File: src/rtl/cap_pkg.sv
`default_nettype none
package cap_pkg;

	// field widths
	localparam int GAIN_W   = 16;
	localparam int GAIN_FRAC = 8;
	localparam int TARGET_W = 24;
	localparam int MEAS_W   = 16;
	localparam int DRIVE_W  = 32;

	// loop state widths
	localparam int ERR_W  = 25;
	localparam int SUM_W  = 40;
	localparam int DERR_W = ERR_W + 1;

	// accumulator for kp*e + ki*sum + kd*de
	localparam int ACC_W = SUM_W + GAIN_W + 2;
	localparam int RND_W = ACC_W - GAIN_FRAC;

	localparam int CNT_W = $clog2(GAIN_W);

	// configuration register indexes
	localparam int CFG_IDX_W = 3;
	localparam logic [CFG_IDX_W-1:0] REG_ANGLE_P = 3'd0;
	localparam logic [CFG_IDX_W-1:0] REG_ANGLE_I = 3'd1;
	localparam logic [CFG_IDX_W-1:0] REG_ANGLE_D = 3'd2;
	localparam logic [CFG_IDX_W-1:0] REG_SPEED_P = 3'd3;
	localparam logic [CFG_IDX_W-1:0] REG_SPEED_I = 3'd4;
	localparam logic [CFG_IDX_W-1:0] REG_SPEED_D = 3'd5;

	typedef enum logic [2:0] {
		ST_IDLE,
		ST_ERR,
		ST_SUM,
		ST_MAC,
		ST_POST,
		ST_OUT
	} cap_state_t;

endpackage
`default_nettype wire

File: src/rtl/cap_sample_if.sv
`default_nettype none
interface cap_sample_if;
	logic valid;
	logic ready;
	logic action;
	logic signed [cap_pkg::TARGET_W-1:0] angle_target;
	logic signed [cap_pkg::MEAS_W-1:0]   angle_measured;
	logic signed [cap_pkg::TARGET_W-1:0] speed_target;
	logic signed [cap_pkg::MEAS_W-1:0]   speed_measured;

	modport source (
		output valid, action, angle_target, angle_measured, speed_target, speed_measured,
		input  ready
	);
	modport sink (
		input  valid, action, angle_target, angle_measured, speed_target, speed_measured,
		output ready
	);
endinterface
`default_nettype wire

File: src/rtl/cap_result_if.sv
`default_nettype none
interface cap_result_if;
	logic valid;
	logic ready;
	logic signed [cap_pkg::DRIVE_W-1:0] drive;
	logic saturated;

	modport source (
		output valid, drive, saturated,
		input  ready
	);
	modport sink (
		input  valid, drive, saturated,
		output ready
	);
endinterface
`default_nettype wire

File: src/rtl/cascaded_angle_speed_pid.sv
`default_nettype none
// Cascaded angle/speed positional PID. Each accepted sample item yields exactly one
// result item. Action 0 runs the speed loop against speed_target; action 1 runs the
// angle loop first and feeds its output (clamped to 24 bits) in as the speed setpoint.
// Each loop computes e = target - (measured << FRACTION_BITS), clamps it to 25 bits,
// adds it to a 40-bit saturating error sum, and outputs
// (kp*e + ki*sum + kd*(e - e_last) + 128) >>> 8 with Q8.8 gains. drive is clamped to
// 32 bits; saturated reports any clamp taken while handling the item.
// Sequencing: the three products of a loop are formed by one bit-serial MAC that takes
// one gain bit per cycle. Each loop steps through the sequencer states error, sum, MAC
// and post; a cascade item runs the angle loop and then the speed loop. A new item is
// taken once the previous one has been moved to the output register, which holds
// it until taken, so the block never works on two items at once. Gains are written
// through cfg_we/cfg_index/cfg_data; the user must write them only while the block is
// idle, which the block itself does not enforce. Indexes beyond the six gain registers
// are ignored.
module cascaded_angle_speed_pid #(
	parameter int FRACTION_BITS = 8
) (
	input  wire logic clk,
	input  wire logic arst_n,
	cap_sample_if.sink   sample,
	cap_result_if.source result,
	input  wire logic cfg_we,
	input  wire logic [cap_pkg::CFG_IDX_W-1:0] cfg_index,
	input  wire logic [cap_pkg::GAIN_W-1:0]    cfg_data
);

	// error difference width: wide enough for target and scaled measurement
	localparam int SCALED_W = cap_pkg::MEAS_W + FRACTION_BITS;
	localparam int DIFF_W   = ((SCALED_W > cap_pkg::TARGET_W) ? SCALED_W
	                           : cap_pkg::TARGET_W) + 1;

	// gain registers
	logic signed [cap_pkg::GAIN_W-1:0] angle_p_q, angle_i_q, angle_d_q;
	logic signed [cap_pkg::GAIN_W-1:0] speed_p_q, speed_i_q, speed_d_q;

	// loop state
	logic signed [cap_pkg::SUM_W-1:0] angle_sum_q, speed_sum_q;
	logic signed [cap_pkg::ERR_W-1:0] angle_last_q, speed_last_q;

	// captured item
	logic action_q;
	logic signed [cap_pkg::TARGET_W-1:0] angle_target_q, speed_target_q;
	logic signed [cap_pkg::MEAS_W-1:0]   angle_meas_q, speed_meas_q;

	// working registers
	cap_pkg::cap_state_t state_q, state_d;
	logic loop_q;   // 1: angle loop in progress
	logic flag_q;
	logic signed [cap_pkg::ERR_W-1:0]    e_q;
	logic signed [cap_pkg::TARGET_W-1:0] setpoint_q;
	logic signed [cap_pkg::DRIVE_W-1:0]  drive_q;

	// output register
	logic out_valid_q;
	logic signed [cap_pkg::DRIVE_W-1:0] out_drive_q;
	logic out_sat_q;

	// handshake / control
	logic accept;
	logic mac_start;
	logic mac_done;
	logic out_free;
	logic out_load;
	logic signed [cap_pkg::ACC_W-1:0] mac_acc;

	// ---- configuration writes ----
	always_ff @(posedge clk or negedge arst_n) begin
		if (!arst_n) begin
			angle_p_q <= '0;
			angle_i_q <= '0;
			angle_d_q <= '0;
			speed_p_q <= '0;
			speed_i_q <= '0;
			speed_d_q <= '0;
		end else if (cfg_we) begin
			case (cfg_index)
				cap_pkg::REG_ANGLE_P: angle_p_q <= cfg_data;
				cap_pkg::REG_ANGLE_I: angle_i_q <= cfg_data;
				cap_pkg::REG_ANGLE_D: angle_d_q <= cfg_data;
				cap_pkg::REG_SPEED_P: speed_p_q <= cfg_data;
				cap_pkg::REG_SPEED_I: speed_i_q <= cfg_data;
				cap_pkg::REG_SPEED_D: speed_d_q <= cfg_data;
				default: ;
			endcase
		end
	end

	// ---- error stage ----
	logic signed [cap_pkg::TARGET_W-1:0] target_sel;
	logic signed [cap_pkg::MEAS_W-1:0]   meas_sel;
	logic signed [DIFF_W-1:0] diff;
	logic diff_fits;
	logic signed [cap_pkg::ERR_W-1:0] e_next;

	always_comb begin
		if (loop_q) begin
			target_sel = angle_target_q;
			meas_sel   = angle_meas_q;
		end else begin
			target_sel = action_q ? setpoint_q : speed_target_q;
			meas_sel   = speed_meas_q;
		end
		diff = DIFF_W'(target_sel) - (DIFF_W'(meas_sel) <<< FRACTION_BITS);
		// fits when all bits above the error sign match it
		diff_fits = (diff[DIFF_W-1:cap_pkg::ERR_W-1] ==
		             {(DIFF_W-cap_pkg::ERR_W+1){diff[cap_pkg::ERR_W-1]}});
		if (diff_fits) begin
			e_next = diff[cap_pkg::ERR_W-1:0];
		end else if (diff[DIFF_W-1]) begin
			e_next = {1'b1, {(cap_pkg::ERR_W-1){1'b0}}};
		end else begin
			e_next = {1'b0, {(cap_pkg::ERR_W-1){1'b1}}};
		end
	end

	// ---- sum stage ----
	logic signed [cap_pkg::SUM_W-1:0]  sum_old;
	logic signed [cap_pkg::ERR_W-1:0]  last_old;
	logic signed [cap_pkg::SUM_W:0]    sum_total;
	logic signed [cap_pkg::SUM_W-1:0]  sum_next;
	logic sum_ovf;
	logic signed [cap_pkg::DERR_W-1:0] de;

	always_comb begin
		sum_old   = loop_q ? angle_sum_q  : speed_sum_q;
		last_old  = loop_q ? angle_last_q : speed_last_q;
		sum_total = (cap_pkg::SUM_W+1)'(sum_old) + (cap_pkg::SUM_W+1)'(e_q);
		sum_ovf   = sum_total[cap_pkg::SUM_W] != sum_total[cap_pkg::SUM_W-1];
		if (!sum_ovf) begin
			sum_next = sum_total[cap_pkg::SUM_W-1:0];
		end else if (sum_total[cap_pkg::SUM_W]) begin
			sum_next = {1'b1, {(cap_pkg::SUM_W-1){1'b0}}};
		end else begin
			sum_next = {1'b0, {(cap_pkg::SUM_W-1){1'b1}}};
		end
		de = cap_pkg::DERR_W'(e_q) - cap_pkg::DERR_W'(last_old);
	end

	// ---- bit-serial MAC, shared by both loops ----
	cap_mac u_mac (
		.clk    (clk),
		.arst_n (arst_n),
		.start  (mac_start),
		.kp     (loop_q ? angle_p_q : speed_p_q),
		.ki     (loop_q ? angle_i_q : speed_i_q),
		.kd     (loop_q ? angle_d_q : speed_d_q),
		.op_e   (e_q),
		.op_sum (sum_next),
		.op_de  (de),
		.done   (mac_done),
		.acc    (mac_acc)
	);

	// ---- round and clamp ----
	logic signed [cap_pkg::ACC_W-1:0] acc_rnd;
	logic signed [cap_pkg::RND_W-1:0] rnd;
	logic sp_fits;
	logic dr_fits;
	logic signed [cap_pkg::TARGET_W-1:0] sp_next;
	logic signed [cap_pkg::DRIVE_W-1:0]  dr_next;

	always_comb begin
		acc_rnd = mac_acc + (cap_pkg::ACC_W'(1) <<< (cap_pkg::GAIN_FRAC - 1));
		rnd     = acc_rnd[cap_pkg::ACC_W-1:cap_pkg::GAIN_FRAC];
		sp_fits = (rnd[cap_pkg::RND_W-1:cap_pkg::TARGET_W-1] ==
		           {(cap_pkg::RND_W-cap_pkg::TARGET_W+1){rnd[cap_pkg::TARGET_W-1]}});
		dr_fits = (rnd[cap_pkg::RND_W-1:cap_pkg::DRIVE_W-1] ==
		           {(cap_pkg::RND_W-cap_pkg::DRIVE_W+1){rnd[cap_pkg::DRIVE_W-1]}});
		if (sp_fits) begin
			sp_next = rnd[cap_pkg::TARGET_W-1:0];
		end else if (rnd[cap_pkg::RND_W-1]) begin
			sp_next = {1'b1, {(cap_pkg::TARGET_W-1){1'b0}}};
		end else begin
			sp_next = {1'b0, {(cap_pkg::TARGET_W-1){1'b1}}};
		end
		if (dr_fits) begin
			dr_next = rnd[cap_pkg::DRIVE_W-1:0];
		end else if (rnd[cap_pkg::RND_W-1]) begin
			dr_next = {1'b1, {(cap_pkg::DRIVE_W-1){1'b0}}};
		end else begin
			dr_next = {1'b0, {(cap_pkg::DRIVE_W-1){1'b1}}};
		end
	end

	// ---- sequencer ----
	always_comb begin
		state_d = state_q;
		case (state_q)
			cap_pkg::ST_IDLE: begin
				if (sample.valid) state_d = cap_pkg::ST_ERR;
			end
			cap_pkg::ST_ERR:  state_d = cap_pkg::ST_SUM;
			cap_pkg::ST_SUM:  state_d = cap_pkg::ST_MAC;
			cap_pkg::ST_MAC: begin
				if (mac_done) state_d = cap_pkg::ST_POST;
			end
			cap_pkg::ST_POST: begin
				// angle loop done: go run the speed loop on its output
				state_d = loop_q ? cap_pkg::ST_ERR : cap_pkg::ST_OUT;
			end
			cap_pkg::ST_OUT: begin
				if (out_free) state_d = cap_pkg::ST_IDLE;
			end
			default: state_d = cap_pkg::ST_IDLE;
		endcase
	end

	always_comb begin
		out_free     = !out_valid_q || result.ready;
		sample.ready = (state_q == cap_pkg::ST_IDLE);
		mac_start    = (state_q == cap_pkg::ST_SUM);
		out_load     = (state_q == cap_pkg::ST_OUT) && out_free;
	end

	assign accept = sample.valid && sample.ready;

	always_ff @(posedge clk or negedge arst_n) begin
		if (!arst_n) begin
			state_q      <= cap_pkg::ST_IDLE;
			loop_q       <= 1'b0;
			flag_q       <= 1'b0;
			out_valid_q  <= 1'b0;
			angle_sum_q  <= '0;
			angle_last_q <= '0;
			speed_sum_q  <= '0;
			speed_last_q <= '0;
		end else begin
			state_q <= state_d;
			if (accept) begin
				loop_q <= sample.action;
				flag_q <= 1'b0;
			end
			if (state_q == cap_pkg::ST_ERR && !diff_fits) begin
				flag_q <= 1'b1;
			end
			if (state_q == cap_pkg::ST_SUM) begin
				if (sum_ovf) flag_q <= 1'b1;
				if (loop_q) begin
					angle_sum_q  <= sum_next;
					angle_last_q <= e_q;
				end else begin
					speed_sum_q  <= sum_next;
					speed_last_q <= e_q;
				end
			end
			if (state_q == cap_pkg::ST_POST) begin
				if (loop_q) begin
					loop_q <= 1'b0;
					if (!sp_fits) flag_q <= 1'b1;
				end else if (!dr_fits) begin
					flag_q <= 1'b1;
				end
			end
			if (out_load) begin
				out_valid_q <= 1'b1;
			end else if (result.ready) begin
				out_valid_q <= 1'b0;
			end
		end
	end

	// payload registers
	always_ff @(posedge clk) begin
		if (accept) begin
			action_q       <= sample.action;
			angle_target_q <= sample.angle_target;
			angle_meas_q   <= sample.angle_measured;
			speed_target_q <= sample.speed_target;
			speed_meas_q   <= sample.speed_measured;
		end
		if (state_q == cap_pkg::ST_ERR) begin
			e_q <= e_next;
		end
		if (state_q == cap_pkg::ST_POST) begin
			if (loop_q) begin
				setpoint_q <= sp_next;
			end else begin
				drive_q <= dr_next;
			end
		end
		if (out_load) begin
			out_drive_q <= drive_q;
			out_sat_q   <= flag_q;
		end
	end

	assign result.valid     = out_valid_q;
	assign result.drive     = out_drive_q;
	assign result.saturated = out_sat_q;

endmodule
`default_nettype wire

File: src/rtl/cap_mac.sv
`default_nettype none
// Bit-serial triple MAC: kp*e + ki*sum + kd*de, one gain bit per cycle, MSB first.
module cap_mac (
	input  wire logic clk,
	input  wire logic arst_n,
	input  wire logic start,
	input  wire logic signed [cap_pkg::GAIN_W-1:0] kp,
	input  wire logic signed [cap_pkg::GAIN_W-1:0] ki,
	input  wire logic signed [cap_pkg::GAIN_W-1:0] kd,
	input  wire logic signed [cap_pkg::ERR_W-1:0]  op_e,
	input  wire logic signed [cap_pkg::SUM_W-1:0]  op_sum,
	input  wire logic signed [cap_pkg::DERR_W-1:0] op_de,
	output logic done,
	output logic signed [cap_pkg::ACC_W-1:0] acc
);

	logic [cap_pkg::GAIN_W-1:0] kp_q, ki_q, kd_q;
	logic signed [cap_pkg::ERR_W-1:0]  e_q;
	logic signed [cap_pkg::SUM_W-1:0]  sum_q;
	logic signed [cap_pkg::DERR_W-1:0] de_q;
	logic signed [cap_pkg::ACC_W-1:0]  acc_q;
	logic signed [cap_pkg::ACC_W-1:0]  pp;
	logic signed [cap_pkg::ACC_W-1:0]  acc_next;
	logic [cap_pkg::CNT_W-1:0] cnt_q;
	logic run_q;
	logic done_q;
	logic first;

	assign first = (cnt_q == '0);

	always_comb begin
		pp = '0;
		if (kp_q[cap_pkg::GAIN_W-1]) begin
			pp = pp + cap_pkg::ACC_W'(e_q);
		end
		if (ki_q[cap_pkg::GAIN_W-1]) begin
			pp = pp + cap_pkg::ACC_W'(sum_q);
		end
		if (kd_q[cap_pkg::GAIN_W-1]) begin
			pp = pp + cap_pkg::ACC_W'(de_q);
		end
		// gain MSB carries negative weight
		if (first) begin
			acc_next = -pp;
		end else begin
			acc_next = (acc_q <<< 1) + pp;
		end
	end

	always_ff @(posedge clk or negedge arst_n) begin
		if (!arst_n) begin
			run_q  <= 1'b0;
			done_q <= 1'b0;
			cnt_q  <= '0;
		end else if (start) begin
			run_q  <= 1'b1;
			done_q <= 1'b0;
			cnt_q  <= '0;
		end else if (run_q) begin
			cnt_q <= cnt_q + 1'b1;
			if (cnt_q == cap_pkg::CNT_W'(cap_pkg::GAIN_W - 1)) begin
				run_q  <= 1'b0;
				done_q <= 1'b1;
			end
		end else begin
			done_q <= 1'b0;
		end
	end

	always_ff @(posedge clk) begin
		if (start) begin
			kp_q  <= kp;
			ki_q  <= ki;
			kd_q  <= kd;
			e_q   <= op_e;
			sum_q <= op_sum;
			de_q  <= op_de;
		end else if (run_q) begin
			kp_q  <= {kp_q[cap_pkg::GAIN_W-2:0], 1'b0};
			ki_q  <= {ki_q[cap_pkg::GAIN_W-2:0], 1'b0};
			kd_q  <= {kd_q[cap_pkg::GAIN_W-2:0], 1'b0};
			acc_q <= acc_next;
		end
	end

	assign done = done_q;
	assign acc  = acc_q;

endmodule
`default_nettype wire
File: src/flat_wrapper.sv
// flat-port wrapper written by rule: the top's interface ports become plain ports
module cascaded_angle_speed_pid_flat 
#(
	parameter int FRACTION_BITS = 8
)
  (clk, arst_n, cfg_we, cfg_index, cfg_data, sample_valid, sample_action, sample_angle_target, sample_angle_measured, sample_speed_target, sample_speed_measured, sample_ready, result_valid, result_drive, result_saturated, result_ready);
  cap_sample_if sample_i ();
  cap_result_if result_i ();
  input  wire logic clk;
  input  wire logic arst_n;
  input  wire logic cfg_we;
  input  wire logic [cap_pkg::CFG_IDX_W-1:0] cfg_index;
  input  wire logic [cap_pkg::GAIN_W-1:0] cfg_data;
  input wire logic [$bits(sample_i.valid)-1:0] sample_valid;
  input wire logic [$bits(sample_i.action)-1:0] sample_action;
  input wire logic [$bits(sample_i.angle_target)-1:0] sample_angle_target;
  input wire logic [$bits(sample_i.angle_measured)-1:0] sample_angle_measured;
  input wire logic [$bits(sample_i.speed_target)-1:0] sample_speed_target;
  input wire logic [$bits(sample_i.speed_measured)-1:0] sample_speed_measured;
  output wire logic [$bits(sample_i.ready)-1:0] sample_ready;
  output wire logic [$bits(result_i.valid)-1:0] result_valid;
  output wire logic [$bits(result_i.drive)-1:0] result_drive;
  output wire logic [$bits(result_i.saturated)-1:0] result_saturated;
  input wire logic [$bits(result_i.ready)-1:0] result_ready;
  assign sample_i.valid = sample_valid;
  assign sample_i.action = sample_action;
  assign sample_i.angle_target = sample_angle_target;
  assign sample_i.angle_measured = sample_angle_measured;
  assign sample_i.speed_target = sample_speed_target;
  assign sample_i.speed_measured = sample_speed_measured;
  assign sample_ready = sample_i.ready;
  assign result_valid = result_i.valid;
  assign result_drive = result_i.drive;
  assign result_saturated = result_i.saturated;
  assign result_i.ready = result_ready;
  cascaded_angle_speed_pid #(.FRACTION_BITS(FRACTION_BITS)) u_core (.clk(clk), .arst_n(arst_n), .sample(sample_i), .result(result_i), .cfg_we(cfg_we), .cfg_index(cfg_index), .cfg_data(cfg_data));
endmodule
File: config.mk
export PLATFORM = sky130hd
export DESIGN_NAME = cascaded_angle_speed_pid_flat
export DESIGN_NICKNAME = d
export VERILOG_FILES = /design/src/rtl/cap_pkg.sv /design/src/rtl/cap_sample_if.sv /design/src/rtl/cap_result_if.sv /design/src/rtl/cascaded_angle_speed_pid.sv /design/src/rtl/cap_mac.sv /design/src/flat_wrapper.sv
export SDC_FILE = /design/constraint.sdc
export NUM_CORES = 1
export LEC_CHECK = 0
export BUFFER_PORTS_ARGS = -buffer_cell sky130_fd_sc_hd__buf_4
export CAP_MARGIN = 20
export CORE_UTILIZATION = 51
export CTS_BUF_LIST = sky130_fd_sc_hd__clkbuf_8
export CTS_CLUSTER_DIAMETER = 80
export DETAILED_ROUTE_END_ITERATION = 10
export GPL_TIMING_DRIVEN = 0
export PLACE_DENSITY = 0.73
export SYNTH_ARGS = -nofsm -noshare
export SYNTH_HDL_FRONTEND = slang
export SYNTH_SLANG_ARGS = --single-unit
File: constraint.sdc
create_clock -name clk -period 15.5 [get_ports clk]
set_input_delay 0.775 -clock clk [delete_from_list [all_inputs] [get_ports clk]]
set_output_delay 0.775 -clock clk [all_outputs]
set_load 0.01 [all_outputs]
==> impl_results.md <==
* Status: finished clean
* Worst setup EP type: register
* Most common cell after layout, fill and taps aside: nand2_1
* Slowest cell on crit path: o41ai_1
* Maxcap violations at 0
* Worst path bufs/invs at 10
* Worst EP required at around 16 ns
* Area added between synthesis and finish at 11.6%
* Total GRT Usage at approximately 28%
* Max Fclk at about 86 MHz
* CORE AREA at 0.0804 mm2
* Total die area at between 0.08 and 0.09 mm2
* Cell family with most CP delay: compound AO/OA/AOI/OAI gates
* Post-synthesis sequential area ratio at 42.8%
* Ys async rst share at 37.8%
* Skew final at 0.0720 ns
* GPL Wtd Cong at approximately 0.98
* Pre-Repair DR Iteration Count at 8
* TritonCTS clock tree: built
* Post-CTS Repair Setup Buffers at 0
* Fraction of layout instances using a drive strength above 1 at between 10% and 20%
* Clock sink total at 630
* Avg WL per Cell at between 20 and 25 um
* Netlist cell types at around 110
* TNS Setup at 0 ns
* Fin crit share at approximately three quarters
* CTS buffer count at 106
* Syn_area_per_cell at around 9.7 um2
* Die extent in x at approximately 290 um
* Initial drt markers at between 2000 and 3000
* Post-Syn Instances at roughly 4200
* First-pass GRT wire length at around 180 mm
* Remaining antenna violation count after routing at 0
* Worst min path class: primary input to async pin
* Syn_nets at 4593
* Vias in the first global route at about 33000
* Setup violators final at 0
* Final worst path period need at 11.59 ns
* Largest net degree at the start of global routing at approximately 130
* Critical Path Start Type: register
* CTS root buffer: clkbuf_8
* Nets@finish at 4851
* Port bufs at roughly 140
* WS Path Type: register to register
* Ys flop type: edfxtp_1
* Slew HR at about a fifth
* Vias at between 30000 and 40000
* Critical Path AT at ~12 ns
* DP HPWL at 90.1 mm
* Die H at ~290 um
* Syn. warnings at 0
* Clock slew at reported path FFs at approximately 0.070 ns
* WL final at about 120 mm
* Grt ovf at 0
* Most frequent cells in the layout: nand2_1 (512), edfxtp_1 (392), o21ai_0 (358), a21oi_1 (295), dfrtp_1 (238)
* Hold Buf Count CTS at 0
* Worst-path maximum fanout at 10
* Final Hold Viols at 0
* DR vias/cell at 6.04
* Slew Limit Fails at 0
* Largest stage delay on the critical path at ~0.79 ns
* Worst-skew pair later-pin latency at just under 0.8 ns
* FP Rows at 104
* Post-cts resize count at 0
* Deepest clock path buffer count at 3
* Slew of the pin with the lowest slew margin at ~1.2 ns
* Ports at 140
* Starting density of the core at 51.5%
* Initial antenna violation count at 1
* DRC errors left at 0
* RSZ-0062 raised after global routing: no
* Flops & latches, synth at 630
* Post-Syn Area at 0.0414 mm2
* CTS H-tree depth at 3
* Post-synth EDFFs at about 390
## synthesized netlist by cell type, drive strengths merged, types with 7 or more instances
library cell,n,share of area (%)
nand3,84,1.0
a211oi,23,0.43
nor2b,45,0.69
nor3,60,0.75
nor2,216,2.0
xor2,103,2.2
o22ai,10,0.18
o21ai,383,4.7
and4,10,0.21
dfrtp,238,14
o2111ai,10,0.25
or3,35,0.53
mux2i,126,3.0
ha,235,7.1
and3,45,0.68
a211o,15,0.32
a21oi,300,3.7
a21o,134,2.4
o211ai,24,0.47
o21bai,27,0.49
a2111oi,11,0.28
buf,34,0.41
inv,165,1.5
o31ai,32,0.58
nand4,55,0.83
nand3b,13,0.24
a31oi,44,0.70
mux2,175,4.8
nor3b,10,0.18
a41oi,8,0.19
and2,50,0.76
or2,21,0.32
nand2b,37,0.56
edfxtp,392,28
nor4,35,0.72
o31a,7,0.17
a21boi,41,0.77
a311oi,8,0.18
nand2,514,4.7
xnor2,154,3.3
o21a,32,0.58
a31o,9,0.19
clkbuf,164,1.5
a221o,9,0.22
## cells by family (layout without fill, tap and decap cells)
kind of cell    Yosys count  in the layout  share of synthesized area [%]
mux                     301            301                           7.81
xor+xnor                257            257                           5.44
fa+ha+maj               245            245                           7.49
compound gates         1197           1197                           18.4
buf+inv                 364            711                           3.40
simple gates           1253           1253                           14.6
flops                   630            630                           42.8
other cells               0              1                              0
## path summary, 6_finish.rpt
path / start / to / slack [ns] / cells past startpoint
min reg2reg: u_core.drive_q[3]$_DFFE_PP_ / u_core.result.drive[3]$_DFFE_PP_ / 0.39 / 0
min in group clk: sample_angle_measured[13] / u_core.angle_meas_q[13]$_DFFE_PP_ / 0.19 / 1
max: u_core.u_mac.kp_q[15]$_DFFE_PP_ / u_core.u_mac.acc[55]$_DFFE_PP_ / 3.91 / 41
min: arst_n / u_core.angle_sum_q[33]$_DFFE_PN0P_ / 0.07 / 2
max in group asynchronous: arst_n / u_core.angle_d_q[1]$_DFFE_PN0P_ / 14.39 / 3
max reg2reg: u_core.u_mac.kp_q[15]$_DFFE_PP_ / u_core.u_mac.acc[55]$_DFFE_PP_ / 3.91 / 41
## metal layers
| metal | GRT usage [%] | vias up | share of wire (%) |
|---|---|---|---|
| met4 | 13.2 | 0 | 4.9 |
| met5 | 0 | - | 0 |
| met3 | 4.10 | 292 | 6.6 |
| met1 | 36.9 | 16475 | 42 |
| met2 | 46.6 | 1264 | 47 |
| li1 | - | 16134 | - |
## flip-flops by register name, indices dropped and copies added, names as in the netlist, 24 cells and up
name	flops
u_core.u_mac.acc	58
u_core.angle_sum_q	40
u_core.speed_sum_q	40
u_core.u_mac.sum_q	40
u_core.drive_q	32
u_core.result.drive	32
u_core.u_mac.de_q	26
u_core.angle_last_q	25
u_core.e_q	25
u_core.speed_last_q	25
u_core.u_mac.e_q	25
u_core.angle_target_q	24
u_core.setpoint_q	24
u_core.speed_target_q	24
## cell type report
class / count / area, um2
sequential: 630 / 17700
buffer: 198 / 786
fill: 7051 / 34200
timing repair buffer: 150 / 1260
antenna: 1 / 2.50
tap: 1060 / 1330
multi-input combinational: 3253 / 22300
inverter: 166 / 628
clock buffer: 119 / 1640
clock inverter: 78 / 531
## through the flow
stage / utilization, % / hold slack, ns / setup slack (ns) / area, um2 / cells
floorplan: - / 0.400 / 6.71 / 41400 / 4247
global placement: 54.4 / 0.402 / 4.27 / 43800 / 5444
detailed placement: 54.7 / 0.405 / 4.19 / 44000 / 5455
CTS: 57.4 / 0.0490 / 4.09 / 46100 / 5652
global route: 57.4 / 0.0859 / 3.31 / 46200 / 5655
finish: 57.4 / 0.0666 / 3.91 / 46200 / 5655
Power is not shown: default switching activity piles up to over one toggle a cycle in this logic, so the estimate is an artifact.
